<file path="src/rtl/utf8v_pkg.sv">
package utf8v_pkg;

  // Width of the error offset field on the result stream
  localparam int unsigned OUT_OFF_W = 16;

  // Error codes carried in the result beat
  typedef enum logic [2:0] {
    ERR_NONE  = 3'd0,
    ERR_LEAD  = 3'd1,
    ERR_CONT  = 3'd2,
    ERR_TRUNC = 3'd3,
    ERR_SURR  = 3'd4
  } err_kind_e;

  // Bit patterns of interest
  localparam logic [7:0] SURR_LEAD = 8'hED;
  localparam logic [7:0] SURR_MASK = 8'hA0;
  localparam logic [7:0] CONT_MASK = 8'hC0;
  localparam logic [7:0] CONT_BITS = 8'h80;

  typedef struct packed {
    logic       ok;   // byte is a legal lead
    logic [2:0] rem;  // continuation beats it announces
  } lead_dec_t;

  function automatic lead_dec_t lead_decode(input logic [7:0] b);
    lead_dec_t d;
    d.ok  = 1'b1;
    d.rem = 3'd0;
    case (b) inside
      8'b0???????: d.rem = 3'd0;
      8'b110?????: d.rem = 3'd1;
      8'b1110????: d.rem = 3'd2;
      8'b11110???: d.rem = 3'd3;
      8'b111110??: d.rem = 3'd4;
      8'b1111110?: d.rem = 3'd5;
      default:     d.ok  = 1'b0;
    endcase
    return d;
  endfunction

endpackage

</file>
<file path="src/rtl/utf8_stream_validator_top.sv">
// UTF-8 stream checker: one byte per beat in, one verdict per string out.
// The final byte is held in the input register, then its verdict is loaded
//   into the result register.
// Throughput: one byte per cycle; a final byte waits while the verdict output stalls.
// Reset (rst_ni low, asynchronous): string state cleared, both streams empty.
module utf8_stream_validator_top #(
  parameter int unsigned OFFSET_WIDTH = 16
) (
  input  logic        clk_i,
  input  logic        rst_ni,
  // Byte stream in
  input  logic        s_axis_tvalid_i,
  output logic        s_axis_tready_o,
  input  logic [7:0]  s_axis_tdata_i,   // [7:0] data_byte
  input  logic        s_axis_tlast_i,   // end_of_string
  // Verdict stream out
  output logic        m_axis_tvalid_o,
  input  logic        m_axis_tready_i,
  output logic [23:0] m_axis_tdata_o    // [0] is_valid, [3:1] error_kind,
                                        // [19:4] error_offset, [23:20] zero
);
  import utf8v_pkg::*;

  localparam logic [OFFSET_WIDTH-1:0] OffMax = '1;

  // Input register: one byte waiting to be checked
  logic       in_vld_q;
  logic [7:0] in_byte_q;
  logic       in_last_q;

  // String state
  logic [2:0]              rem_q, rem_d;
  logic                    pend_q, pend_d;
  err_kind_e               err_q, err_d;
  logic [OFFSET_WIDTH-1:0] off_q, off_d;
  logic [OFFSET_WIDTH-1:0] pos_q, pos_d;

  // Result register
  logic                 out_vld_q;
  logic                 out_ok_q, out_ok_d;
  err_kind_e            out_kind_q, out_kind_d;
  logic [OUT_OFF_W-1:0] out_off_q, out_off_d;

  logic      out_free;
  logic      advance;
  lead_dec_t lead;
  err_kind_e err_step;
  logic [2:0] rem_step;
  logic [OUT_OFF_W-1:0] pos_out;

  // A non-final byte never needs the result register; a final one waits for it.
  assign out_free        = !out_vld_q || m_axis_tready_i;
  assign advance         = in_vld_q && (!in_last_q || out_free);
  assign s_axis_tready_o = !in_vld_q || advance;

  assign lead = lead_decode(in_byte_q);

  // Per-byte check; once an error is held, bytes are only counted
  always_comb begin
    err_step = err_q;
    rem_step = rem_q;
    pend_d   = 1'b0;
    pos_d    = pos_q;
    if (err_q == ERR_NONE) begin
      if (pend_q && ((in_byte_q & SURR_MASK) == SURR_MASK)) begin
        err_step = ERR_SURR;
      end else if (rem_q != 3'd0) begin
        if ((in_byte_q & CONT_MASK) != CONT_BITS) begin
          err_step = ERR_CONT;
        end else begin
          rem_step = rem_q - 3'd1;
        end
      end else if (lead.ok) begin
        rem_step = lead.rem;
        pend_d   = (in_byte_q == SURR_LEAD);
      end else begin
        err_step = ERR_LEAD;
      end
      // string ends mid-sequence
      if (in_last_q && err_step == ERR_NONE && rem_step != 3'd0) begin
        err_step = ERR_TRUNC;
      end
      if (err_step != ERR_NONE) begin
        pos_d = off_q;
      end
    end
    err_d = err_step;
    rem_d = rem_step;
  end

  generate
    if (OFFSET_WIDTH > OUT_OFF_W) begin : g_sat
      assign pos_out = (pos_d > OFFSET_WIDTH'({OUT_OFF_W{1'b1}})) ?
                       '1 : pos_d[OUT_OFF_W-1:0];
    end else begin : g_ext
      assign pos_out = OUT_OFF_W'(pos_d);
    end
  endgenerate

  always_comb begin
    out_ok_d   = (err_d == ERR_NONE);
    out_kind_d = err_d;
    out_off_d  = (err_d == ERR_NONE) ? '0 : pos_out;
    off_d      = (off_q < OffMax) ? off_q + OFFSET_WIDTH'(1) : off_q;
  end

  always_ff @(posedge clk_i or negedge rst_ni) begin
    if (!rst_ni) begin
      in_vld_q <= 1'b0;
    end else if (s_axis_tready_o) begin
      in_vld_q <= s_axis_tvalid_i;
    end
  end

  always_ff @(posedge clk_i) begin
    if (s_axis_tready_o && s_axis_tvalid_i) begin
      in_byte_q <= s_axis_tdata_i;
      in_last_q <= s_axis_tlast_i;
    end
  end

  // State: cleared after each final byte
  always_ff @(posedge clk_i or negedge rst_ni) begin
    if (!rst_ni) begin
      rem_q  <= '0;
      pend_q <= 1'b0;
      err_q  <= ERR_NONE;
      off_q  <= '0;
      pos_q  <= '0;
    end else if (advance) begin
      if (in_last_q) begin
        rem_q  <= '0;
        pend_q <= 1'b0;
        err_q  <= ERR_NONE;
        off_q  <= '0;
        pos_q  <= '0;
      end else begin
        rem_q  <= rem_d;
        pend_q <= pend_d;
        err_q  <= err_d;
        off_q  <= off_d;
        pos_q  <= pos_d;
      end
    end
  end

  always_ff @(posedge clk_i or negedge rst_ni) begin
    if (!rst_ni) begin
      out_vld_q <= 1'b0;
    end else if (out_free) begin
      out_vld_q <= advance && in_last_q;
    end
  end

  always_ff @(posedge clk_i) begin
    if (advance && in_last_q) begin
      out_ok_q   <= out_ok_d;
      out_kind_q <= out_kind_d;
      out_off_q  <= out_off_d;
    end
  end

  assign m_axis_tvalid_o = out_vld_q;
  assign m_axis_tdata_o  = {4'b0000, out_off_q, out_kind_q, out_ok_q};

`ifndef ASSERT_OFF
  // verdict bit agrees with the error code
  a_ok_kind: assert property (@(posedge clk_i) disable iff (!rst_ni)
    m_axis_tvalid_o |-> (out_ok_q == (out_kind_q == ERR_NONE)))
    else $error("verdict disagrees with error kind");

  // a clean string reports offset zero
  a_ok_off: assert property (@(posedge clk_i) disable iff (!rst_ni)
    (m_axis_tvalid_o && out_ok_q) |-> (out_off_q == '0))
    else $error("non-zero offset on a valid string");

  // error position only moves once an error is held
  a_pos_clear: assert property (@(posedge clk_i) disable iff (!rst_ni)
    (err_q == ERR_NONE) |-> (pos_q == '0))
    else $error("error position set without an error");

  // a pending surrogate check only follows a clean 0xED lead
  a_pend: assert property (@(posedge clk_i) disable iff (!rst_ni)
    pend_q |-> (rem_q == 3'd2 && err_q == ERR_NONE))
    else $error("surrogate mark without a three-byte lead");

  // no lead announces more than five continuation bytes
  a_rem: assert property (@(posedge clk_i) disable iff (!rst_ni)
    rem_q <= 3'd5)
    else $error("continuation count out of range");
`endif

endmodule

</file>
<file path="config.mk">
export PLATFORM = sky130hd
export DESIGN_NAME = utf8_stream_validator_top
export DESIGN_NICKNAME = d
export VERILOG_FILES = /design/src/rtl/utf8v_pkg.sv /design/src/rtl/utf8_stream_validator_top.sv
export SDC_FILE = /design/constraint.sdc
export NUM_CORES = 1
export LEC_CHECK = 0
export ABC_AREA = 1
export BUFFER_PORTS_ARGS = -buffer_cell sky130_fd_sc_hd__buf_4
export CORE_MARGIN = 4
export CORE_UTILIZATION = 45
export CTS_CLUSTER_DIAMETER = 200
export DETAILED_ROUTE_END_ITERATION = 16
export SETUP_SLACK_MARGIN = 0.4
export SLEW_MARGIN = 20
export SYNTH_ARGS = -nofsm -noshare
export SYNTH_HDL_FRONTEND = slang
export SYNTH_SLANG_ARGS = --single-unit
</file>
<file path="constraint.sdc">
create_clock -name clk_i -period 3 [get_ports clk_i]
set_clock_uncertainty 0.2 [all_clocks]
set_input_delay 0.3 -clock clk_i [delete_from_list [all_inputs] [get_ports clk_i]]
set_output_delay 0.3 -clock clk_i [all_outputs]
set_load 0.03 [all_outputs]
</file>
Word-level counts from Yosys, hierarchy flattened
Cells that the tools add are included.
{"block": "word_totals", "rom_bits": 0, "elab_cells": 83, "latchBits": 0, "in_bits": 13, "ramBits": 0, "n_memories": 0, "ff_bits": 70}
{"block": "op_classes", "addsub": 2, "shifts": 0, "multipliers": 0, "n_eq_ne": 8, "order_cmp": 1, "reduce_logical": 22, "bitwise_logic": 0, "n_mux": 38, "div_mod_pow": 0}
{"cell": "$mux W16", "n": 5}
{"cell": "$mux W3", "n": 22}
{"cell": "$add A16 B1 Y16 const B", "n": 1}
{"cell": "$lt A16 B16 Y1 const B", "n": 1}
{"cell": "$mux W1", "n": 11}
{"cell": "$logic_not A3 Y1", "n": 3}
{"cell": "$reduce_bool A3 Y1", "n": 3}
{"cell": "$eq A8 B8 Y1 const B", "n": 1}
{"cell": "$eq A7 B7 Y1 const B", "n": 1}
{"cell": "$eq A6 B6 Y1 const B", "n": 1}
{"cell": "$logic_and A1 B1 Y1", "n": 6}
{"cell": "$eq A5 B5 Y1 const B", "n": 1}
{"cell": "$eq A4 B4 Y1 const B", "n": 1}
{"cell": "$reduce_and A2 Y1", "n": 2}
{"cell": "$reduce_bool A2 Y1", "n": 2}
{"cell": "$eq A3 B3 Y1 const B", "n": 1}
{"cell": "$logic_not A1 Y1", "n": 3}
{"cell": "$logic_or A1 B1 Y1", "n": 3}
{"cell": "$sub A3 B1 Y3 const B", "n": 1}
{"cell": "$eq A2 B2 Y1 const B", "n": 1}
{"cell": "$ne A2 B2 Y1 const B", "n": 1}

Depth between registers and ports, before layout
Gate-level depths: netlist of run 1.
{"block": "logic_depth", "word_depth": 20, "mapped_depth": 18, "mapped_depth_nobuf": 17}

Worst setup path after synthesis of run 1
Ideal clock, no wire load.
{"block": "synth_path", "path_kind": "register -> register", "start": "register rem_q[0]", "end": "register out_off_q[10] (data pin)", "arrival_ns": 1.954, "stages_incl_launch_ff": 17, "setup_time_ns": 0.256, "required_ns": 2.544, "slack_ns": 0.589, "n_path_buf": 1, "synth_period_minus_slack_ns": 2.411, "cell_sequence": "dfrtp_1 -> inv_1 -> ha_1 -> inv_1 -> nor2_2 -> inv_1 -> nand2_1 -> inv_1 -> o211ai_1 -> nand2_1 -> nor2_2 -> nand2_4 -> nand2_4 -> buf_8 -> nand2_2 -> nand2_1 -> nor2_1"}
{"block": "synth_via", "elab_chain_len": 12, "word_cells_on_any_way": 21}
{"item": "start, declared", "line_no": "utf8_stream_validator_top.sv:32", "text": "logic [2:0] rem_q, rem_d;"}
{"item": "start signal, assigned", "line_no": "utf8_stream_validator_top.sv:138", "text": "rem_q <= rem_d;"}
{"item": "$sub A3 B1 Y3 / $reduce_bool A3 Y1 (equally long branches)", "line_no": "utf8_stream_validator_top.sv:71, utf8_stream_validator_top.sv:67"}
{"item": "$mux W3 (on tied branches)", "line_no": "utf8_stream_validator_top.sv:68, utf8_stream_validator_top.sv:67"}
{"item": "$mux W3 (on tied branches)", "line_no": "utf8_stream_validator_top.sv:67, utf8_stream_validator_top.sv:65"}
{"item": "$mux W3 (on tied branches)", "line_no": "utf8_stream_validator_top.sv:65, utf8_stream_validator_top.sv:64"}
{"item": "$mux W3 / $logic_not A3 Y1 (equally long branches)", "line_no": "utf8_stream_validator_top.sv:64, utf8_stream_validator_top.sv:80"}
{"item": "$reduce_bool A3 Y1 / $logic_and A1 B1 Y1 (equally long branches)", "line_no": "utf8_stream_validator_top.sv:80", "text": "if (in_last_q && err_step == ERR_NONE && rem_step != 3'd0) begin"}
{"item": "$logic_and A1 B1 Y1", "line_no": "utf8_stream_validator_top.sv:80"}
{"item": "$mux W3 (*)", "line_no": "utf8_stream_validator_top.sv:80"}
{"item": "$mux W3 (*)", "line_no": "utf8_stream_validator_top.sv:64", "text": "if (err_q == ERR_NONE) begin"}
{"item": "$reduce_bool A3 Y1", "line_no": "utf8_stream_validator_top.sv:83", "text": "if (err_step != ERR_NONE) begin"}
{"item": "$mux W16", "line_no": "utf8_stream_validator_top.sv:83"}
{"item": "$mux W16", "line_no": "utf8_stream_validator_top.sv:64"}
{"item": "end signal, assigned", "line_no": "utf8_stream_validator_top.sv:159", "text": "out_off_q <= out_off_d;"}
{"item": "end, declared", "line_no": "utf8_stream_validator_top.sv:42", "text": "logic [OUT_OFF_W-1:0] out_off_q, out_off_d;"}
Mark *: on every way between the ends. The rest lies on a longest branch, timed or not. The select of a mux whose other input is x is not followed.
A chain may end at the register's enable or synchronous reset.

Final worst setup path of run 1
{"block": "layout_path", "start": "register rem_q[1]", "end": "register out_off_q[2] (data pin)"}
The elaborated chain is that of the path after synthesis.

==> qor.yml, run 1 <==
power_and_ir_drop:
  peakVddDrop_mv: 0.3320
  clock_share_of_power_pct: 19.5
  power.leakage_nw: 2.118
  netSwitchingFraction_pct: 42.39
  power_report.internal_total_mw: 2.522
  switchingPower_mw: 1.856
  p_comb_share_pct: 48.4
  pwr_density_cell_nw_per_um2: 975.6
  sequentialPowerShare_pct: 32.0
placement:
  pre_cts_slack_ns: 0.2765
  place_inst: 560
  placement.cell_area_sq_um: 3966
  placement.io_buffers: 34
  routabilityCongestion: 0.9028
  place_hpwl_um: 5338
routing:
  detailedRoute.firstIterationViolations: 175
  post_detailed_route_wirelength_per_cell_um: 13.38
  drcViolationCount: 0
  vias_per_cell: 5.107
  drt_pre_antenna_iters: 5
  detail_route.wirelength_um: 8000
  num_vias: 3054
  antenna_violating_nets_left: 0
layout:
  syn2layout_area_growth_pct: 23.77
  fraction_of_final_layout_cells_with_drive_strength_greater_than_1_pct: 20.56
  post_layout_nonfiller_instances: 598
  fin_nets: 507
  final_cell_area_sq_um: 4488
  antenna_cells: 0
synth:
  netlist.top_cell.by_area: "sky130_fd_sc_hd__dfrtp_1"
  yosysUniqueCellTypes: 32
  syn-mean-instance-area_sq_um: 8.393
  count_of_flip_flops_with_a_built_in_enable_after_synthesis: 29
  yosysMostFrequentCell: "sky130_fd_sc_hd__nand2_1"
  synth_area_leaders: "sky130_fd_sc_hd__dfrtp_1 28%, sky130_fd_sc_hd__edfxtp_1 24%, sky130_fd_sc_hd__nand2_1 11%, sky130_fd_sc_hd__nand3_1 7.5%, sky130_fd_sc_hd__inv_1 5.8%"
  synth.top_cells.by_count: "111 x sky130_fd_sc_hd__nand2_1, 56 x sky130_fd_sc_hd__inv_1, 54 x sky130_fd_sc_hd__nand3_1"
  mappedNetlistArea_sq_um: 3626
  synth_seq_area_share_pct: 52.31
  ys_ff_latch: 70
  yosysWarningCount: 0
  synthesis.instances: 432
  most_instantiated_flip_flop_cell_in_the_synthesis_netlist: "sky130_fd_sc_hd__dfrtp_1"
  yosysTopAreaCellShare_pct: 28.30
  synth_async_sr_flop_share_pct: 58.57
sta:
  holdWs_ns: 0.01972
  finalMaxSlewViolations: 0
  period_minus_slack_ns: 2.493
  rsz0062_at_grt: "false"
  max_freq_mhz: 401.1
  tns_ns: 0
  worst-slew-pin-transition_ns: 0.5372
  fin_crit_sh_pct: 83.11
  worst_slack_ns: 0.5068
  hold_violations: 0
  slew_headroom_pct: 64.18
  final_setup_violation_count: 0
clock_tree:
  cts-root-to-sink-buffers: 2
  clk-insertion-delay-late_ns: 0.34
  cts_htree_levels: 3
  path_clk_slew_ns: 0.08
  sink_count: 70
  tritoncts_buffer_count: 9
  cts-root-buf: "sky130_fd_sc_hd__clkbuf_8"
  clock_tree_from_tritoncts: "done"
global_routing:
  antenna_found_initial: 0
  grt_start_max_net_pins: 42
  grt_overflow: 0
  groute.usage.overall_pct: 16.69
  first_global_vias: 2798
  wire_length_of_the_first_global_routing_pass_um: 13100
die:
  floorplan.core_area_sq_um: 7767
  die_width_um: 97.77
  initial_core_util_pct: 46.68
  io-pin-count: 39
  die_height_um: 97.77
  rows: 32
  die_area_sq_um: 9558
worst_setup_path:
  timing_worst_setup_path_type: "register to register"
  biggest_fanout_along_the_worst_timing_path: 8
  worstSetupStartpointType: "register"
  worstSetupEndpointType: "register"
  critical_path_arrival_ns: 2.39
  crit_required_ns: 2.90
job:
  cap_viol_max_count: 0
outcome:
  run_status: "completed"
min_path:
  holdCritPathClass: "primary input to register"
[sequential cells by signal (all words and copies together), names as in the netlist]
register and cells:
err_q 3, in_byte_q 8, in_last_q 1, in_vld_q 1, m_axis_tvalid_o 1, off_q 16, out_kind_q 3, out_off_q 16
out_ok_q 1, pend_q 1, pos_q 16, rem_q 3
[per-layer routing]
metal  share of wire, %  vias up  track usage, %  wire length (um)
li1                   -     1519               -                 -
met5                  0        -               0                 0
met4               0.96        0           4.153                77
met2                 48       97           27.31              3879
met1                 45     1429           21.98              3598
met3                5.6        9           4.786               445
[cells in the final DEF (no fill, tap or decap), types with 2 or more instances in the layout]
cell type,n
sky130_fd_sc_hd__nand2_1,108
sky130_fd_sc_hd__inv_1,52
sky130_fd_sc_hd__nand3_1,52
sky130_fd_sc_hd__buf_4,45
sky130_fd_sc_hd__dfrtp_1,41
sky130_fd_sc_hd__nor2_1,31
sky130_fd_sc_hd__edfxtp_1,29
sky130_fd_sc_hd__nand2_2,17
sky130_fd_sc_hd__nor3_1,11
sky130_fd_sc_hd__o21ai_0,11
sky130_fd_sc_hd__dlygate4sd3_1,11
sky130_fd_sc_hd__nand4_1,10
sky130_fd_sc_hd__clkbuf_8,10
sky130_fd_sc_hd__a21oi_1,8
sky130_fd_sc_hd__o31ai_1,7
sky130_fd_sc_hd__inv_2,6
sky130_fd_sc_hd__xor2_1,6
sky130_fd_sc_hd__nor2_4,4
sky130_fd_sc_hd__nand2_8,4
sky130_fd_sc_hd__nor4_1,4
sky130_fd_sc_hd__conb_1,4
sky130_fd_sc_hd__nand2_4,3
sky130_fd_sc_hd__nand3_2,2
sky130_fd_sc_hd__ha_1,2
sky130_fd_sc_hd__clkinv_4,2
sky130_fd_sc_hd__bufinv_16,2
[final timing paths]
path | cells past startpoint | slack, ns | endpoint | start
max in group asynchronous | 2 | 1.95 | rem_q[2] | rst_ni
worst min register to register | 2 | 0.28 | pos_q[8] | pos_q[8]
worst max-delay path | 16 | 0.51 | out_off_q[2] | rem_q[1]
min in group asynchronous | 2 | 0.28 | pos_q[7] | rst_ni
worst min-delay path | 4 | 0.02 | m_axis_tvalid_o | m_axis_tready_i
worst max register to register | 16 | 0.51 | out_off_q[2] | rem_q[1]
[cell families after synthesis]
group / after synthesis / synth area share [%]
and+or+nand+nor: 245 / 31.23
buffers and inverters: 76 / 8.868
DFF: 70 / 52.31
AOI/OAI and AO/OA: 31 / 5.004
xor gates and xnor gates: 6 / 1.449
adders and majority gates: 3 / 1.035
other: 1 / 0.1034
[cell type report]
type | count | area (sq um)
clock inverter | 5 | 82.58
sequential | 70 | 1897
timing repair buffer | 57 | 467.9
clock buffer | 11 | 141.4
inverter | 60 | 227.7
tap | 102 | 127.6
fill | 669 | 3279
multi-input combinational | 293 | 1544
[through the flow]
stage	util [%]	total power, mW
finish	57.78	4.379
global route	57.78	4.736
CTS	55.57	4.041
detailed placement	51.06	3.142
global placement	51.06	3.109
floorplan	-	2.764
[worst max-delay path: stages, from the launching register on]
cell and delay, ns:
sky130_fd_sc_hd__dfrtp_1 0.40, sky130_fd_sc_hd__inv_2 0.10, sky130_fd_sc_hd__ha_4 0.14, sky130_fd_sc_hd__inv_2 0.04, sky130_fd_sc_hd__nor2_4 0.18, sky130_fd_sc_hd__inv_2 0.07, sky130_fd_sc_hd__nand2_2 0.09, sky130_fd_sc_hd__inv_1 0.04
sky130_fd_sc_hd__o211ai_1 0.18, sky130_fd_sc_hd__nand2_1 0.13, sky130_fd_sc_hd__nor2_4 0.15, sky130_fd_sc_hd__buf_12 0.15, sky130_fd_sc_hd__nand2_8 0.08, sky130_fd_sc_hd__nand2_8 0.12, sky130_fd_sc_hd__nand2_1 0.08, sky130_fd_sc_hd__nand2_1 0.06
sky130_fd_sc_hd__nor2_1 0.04
[repair_timing]
| action | in CTS | in global routing |
|---|---|---|
| endpoints found under the hold margin | 51 | 0 |
| gates resized for setup | 3 | 16 |
| buffers inserted | 0 | 7 |
| cloned | 0 | 4 |
| pin swaps | 0 | 12 |
| setup endpoints to repair | 22 | 34 |
| hold buffers | 11 | 0 |
[power groups by stage]
stage                     combinational [mW]  clock, mW  sequential [mW]
after floorplan                         1.20          0             1.56
after global placement                  1.69          0             1.41
after detailed placement                1.72          0             1.42
after CTS                               1.77      0.867             1.40
after global routing                    2.39      0.923             1.42
final                                   2.12      0.856             1.40
No activity file was read; power rests on OpenSTA's default activity.
==> run 2: changes to the inputs <==
--- a/config.mk
+++ b/config.mk
@@ -11,6 +11,7 @@
 export CORE_UTILIZATION = 45
 export CTS_CLUSTER_DIAMETER = 200
 export DETAILED_ROUTE_END_ITERATION = 16
+export PLACE_DENSITY = 0.66
 export SETUP_SLACK_MARGIN = 0.4
 export SLEW_MARGIN = 20
 export SYNTH_ARGS = -nofsm -noshare
==> constraint.sdc (replaced) <==
create_clock -name clk_i -period 2.05 [get_ports clk_i]
set_clock_uncertainty 0.2 [all_clocks]
set_input_delay 0.205 -clock clk_i [delete_from_list [all_inputs] [get_ports clk_i]]
set_output_delay 0.205 -clock clk_i [all_outputs]
set_load 0.03 [all_outputs]
==> run 2 against run 1 <==
Net effect:
- the flow now finishes with violations (setup timing)
- sequential power is 49% higher
- register-to-register slack worse by 0.88 ns
- via count is 11% higher
- sequential cell count stayed put
- die area stayed put
- largest cell class is now multi-input combinational cells
- first-iteration DRC count is 15% higher
- fmax is 3.0% higher
- global-route usage is 3.2 points higher
- sequential share of layout area is 7.4 points lower
- clock-buffer cell count is 1 lower
==> qor.yml, run 2 (synthesized netlist as in run 1, its figures left out) <==
outcome:
  run_status: "finished, violations left"  # was completed
  violations: "setup timing"
sta:
  slew_headroom_pct: 61.45  # was 64.18%
  period_minus_slack_ns: 2.420  # was 2.493 ns
  final_setup_violation_count: 40  # was 0
  finalMaxSlewViolations: 0  # unchanged
  max_freq_mhz: 413.2  # was 401.1 MHz
  fin_crit_sh_pct: 118.1  # was 83.11%
  hold_violations: 0  # unchanged
  worst-slew-pin-transition_ns: 0.5730  # was 0.5372 ns
  worst_slack_ns: -0.3702  # was 0.5068 ns
  tns_ns: -10.64  # was 0 ns
  rsz0062_at_grt: "true"  # was false
worst_setup_path:
  timing.reg2reg.worst_path_depth: 18  # was 16
  biggest_fanout_along_the_worst_timing_path: 8  # unchanged
  r2r_slack_ns: -0.37  # was 0.51 ns
  worstSetupEndpointType: "register"  # unchanged
  timing_worst_setup_path_type: "register to register"  # unchanged
  critPathMostFrequentCell: "sky130_fd_sc_hd__nand2_2"
  critical_path_arrival_ns: 2.33  # was 2.39 ns
  crit_required_ns: 1.96  # was 2.90 ns
  cell_by_cell_listing_of_the_critical_path: "inv_2, ha_4, inv_2, nor2_4, inv_2, nand3_1, o21ai_1, nand2_1, nand2_4, nor2_2, nand2_2, nand2_2, nand2_4, buf_8, nand2_8, nand2_2, nand2_2, nor2_2"  # was inv_2, ha_4, inv_2, nor2_4, inv_2, nand2_2, inv_1, o211ai_1, nand2_1, nor2_4, buf_12, nand2_8, nand2_8, nand2_1, nand2_1, nor2_1
  worstSetupStartpointType: "register"  # unchanged
  timing.critical_path.slowest_stage_cell: "sky130_fd_sc_hd__dfrtp_1"  # unchanged
  critical_path.reg2reg.endpoint: "out_off_q[4]"  # was out_off_q[2]
  worstReg2RegStart: "rem_q[1]"  # unchanged
  critical_path.startpoint: "rem_q[1]"  # unchanged
  crit_path_max_incr_delay_ns: 0.41  # was 0.40 ns
routing:
  drt_pre_antenna_iters: 5  # unchanged
  drcViolationCount: 0  # unchanged
  antenna_violating_nets_left: 0  # unchanged
  detailedRoute.firstIterationViolations: 201  # was 175
  num_vias: 3401  # was 3,054
  detail_route.wirelength_um: 9444  # was 8000 um
  post_detailed_route_wirelength_per_cell_um: 14.46  # was 13.38 um
  vias_per_cell: 5.208  # was 5.107
global_routing:
  grt_overflow: 0  # unchanged
  wire_length_of_the_first_global_routing_pass_um: 15550  # was 13,100 um
  first_global_vias: 3285  # was 2,798
  grt_start_max_net_pins: 42  # unchanged
  groute.usage.overall_pct: 19.94  # was 16.69%
  antenna_found_initial: 0  # unchanged
clock_tree:
  cts_htree_levels: 3  # unchanged
  clock_tree_from_tritoncts: "done"  # unchanged
  clk-insertion-delay-late_ns: 0.35  # was 0.34 ns
  cts-root-buf: "sky130_fd_sc_hd__clkbuf_8"  # unchanged
  cts-root-to-sink-buffers: 2  # unchanged
  tritoncts_buffer_count: 9  # unchanged
  sink_count: 70  # unchanged
  path_clk_slew_ns: 0.08  # about the same
job:
  cap_viol_max_count: 0  # unchanged
power_and_ir_drop:
  pwr_density_cell_nw_per_um2: 1383  # was 975.6 nW/um^2
  peakVddDrop_mv: 0.5949  # was 0.3320 mV
  power.leakage_nw: 2.565  # was 2.118 nW
placement:
  pre_cts_slack_ns: -0.3783  # was 0.2765 ns
  placement.io_buffers: 34  # unchanged
  place_hpwl_um: 5558  # was 5338 um
  routabilityCongestion: 0.8606  # was 0.9028
min_path:
  whs_endpoint: "in_vld_q"  # was m_axis_tvalid_o
  hold_path_depth: 4  # unchanged
  holdCritPathClass: "primary input to register"  # unchanged
  worstHoldStart: "m_axis_tready_i"  # unchanged
die:
  die_area_sq_um: 9558  # unchanged
  floorplan.core_area_sq_um: 7767  # unchanged
  die_height_um: 97.77  # unchanged
  initial_core_util_pct: 46.68  # unchanged
  rows: 32  # unchanged
  io-pin-count: 39  # unchanged
  die_width_um: 97.77  # unchanged
layout:
  nFillCells: 556  # was 669
  final_common_cell: "sky130_fd_sc_hd__nand2_1"  # unchanged
  fraction_of_final_layout_cells_with_drive_strength_greater_than_1_pct: 43.19  # was 20.56%
  fin_nets: 562  # was 507
  syn2layout_area_growth_pct: 50.24  # was 23.77%
  final_cell_mix: "84 x sky130_fd_sc_hd__nand2_1, 80 x sky130_fd_sc_hd__buf_4, 46 x sky130_fd_sc_hd__inv_1"  # was 108 x sky130_fd_sc_hd__nand2_1, 52 x sky130_fd_sc_hd__inv_1, 52 x sky130_fd_sc_hd__nand3_1
  layout_top_registers: "off_q x16, out_off_q x16, pos_q x16"  # unchanged
  antenna_cells: 0  # unchanged
## run 2: power by group
group / internal [mW] / total [mW] / switching (mW)
Sequential: 1.90 / 2.08 / 0.174
Clock: 0.683 / 1.22 / 0.540
Combinational: 1.81 / 4.23 / 2.43
## run 2: worst max path at each step
stage / depth (start not counted) / to
floorplan: 16 / out_off_q[5]
global placement: 16 / out_off_q[3]
detailed placement: 15 / out_off_q[4]
CTS: 16 / out_off_q[0]
global route: 16 / out_off_q[8]
finish: 18 / out_off_q[4]
## run 2: cell type report
cell class,instances,area (sq um),share of cell area [%]
inverters,60,249.0,4.571
clock buffers,10,127.6,2.343
well taps,102,127.6,2.343
multi-input cells,290,1932,35.46
clock inverters,6,86.33,1.585
repair inverters,1,11.26,0.2067
flip-flops and latches,70,1899,34.86
repair buffers,114,1015,18.63
## run 2: worst max-delay path: cells and delay by family, from the launching register on
family | cells | cell delay (ns)
AND/OR/NAND/NOR | 12 | 1.01
flip-flops | 1 | 0.41
buffers and inverters | 4 | 0.36
adder cells (fa/ha/maj) | 1 | 0.14
AO/OA/AOI/OAI | 1 | 0.06
## run 2: stage by stage
stage	area [sq um]	cells	hold WS, ns	power, mW	utilization [%]
6_report	5448	653	0.03492	7.534	70.14
5_1_grt	5448	653	0.06167	8.046	70.14
4_1_cts	5145	639	0.03790	7.112	66.24
3_5_place_dp	4244	583	0.03496	4.941	54.64
3_3_place_gp	4244	583	0.03073	4.850	54.64
2_1_floorplan	3754	435	-0.2906	4.134	-
## run 2: layer usage
metal	global-route usage, %	share of wire (%)	routed length [um]	vias to the layer above
met4	8.413	2.9	270	0
met2	32.95	50	4753	117
li1	-	-	-	1633
met3	3.571	4.8	453	25
met5	0	0	0	-
met1	25.89	42	3966	1626
## run 2: what timing repair did
action | in CTS | in global routing
resized for setup | 83 | 45
buffers inserted | 25 | 14
cloned | 3 | 0
endpoints found under the setup margin | 75 | 74
pin swaps | 32 | 12
endpoints found under the hold margin | 52 | 0
hold buffers | 12 | 0
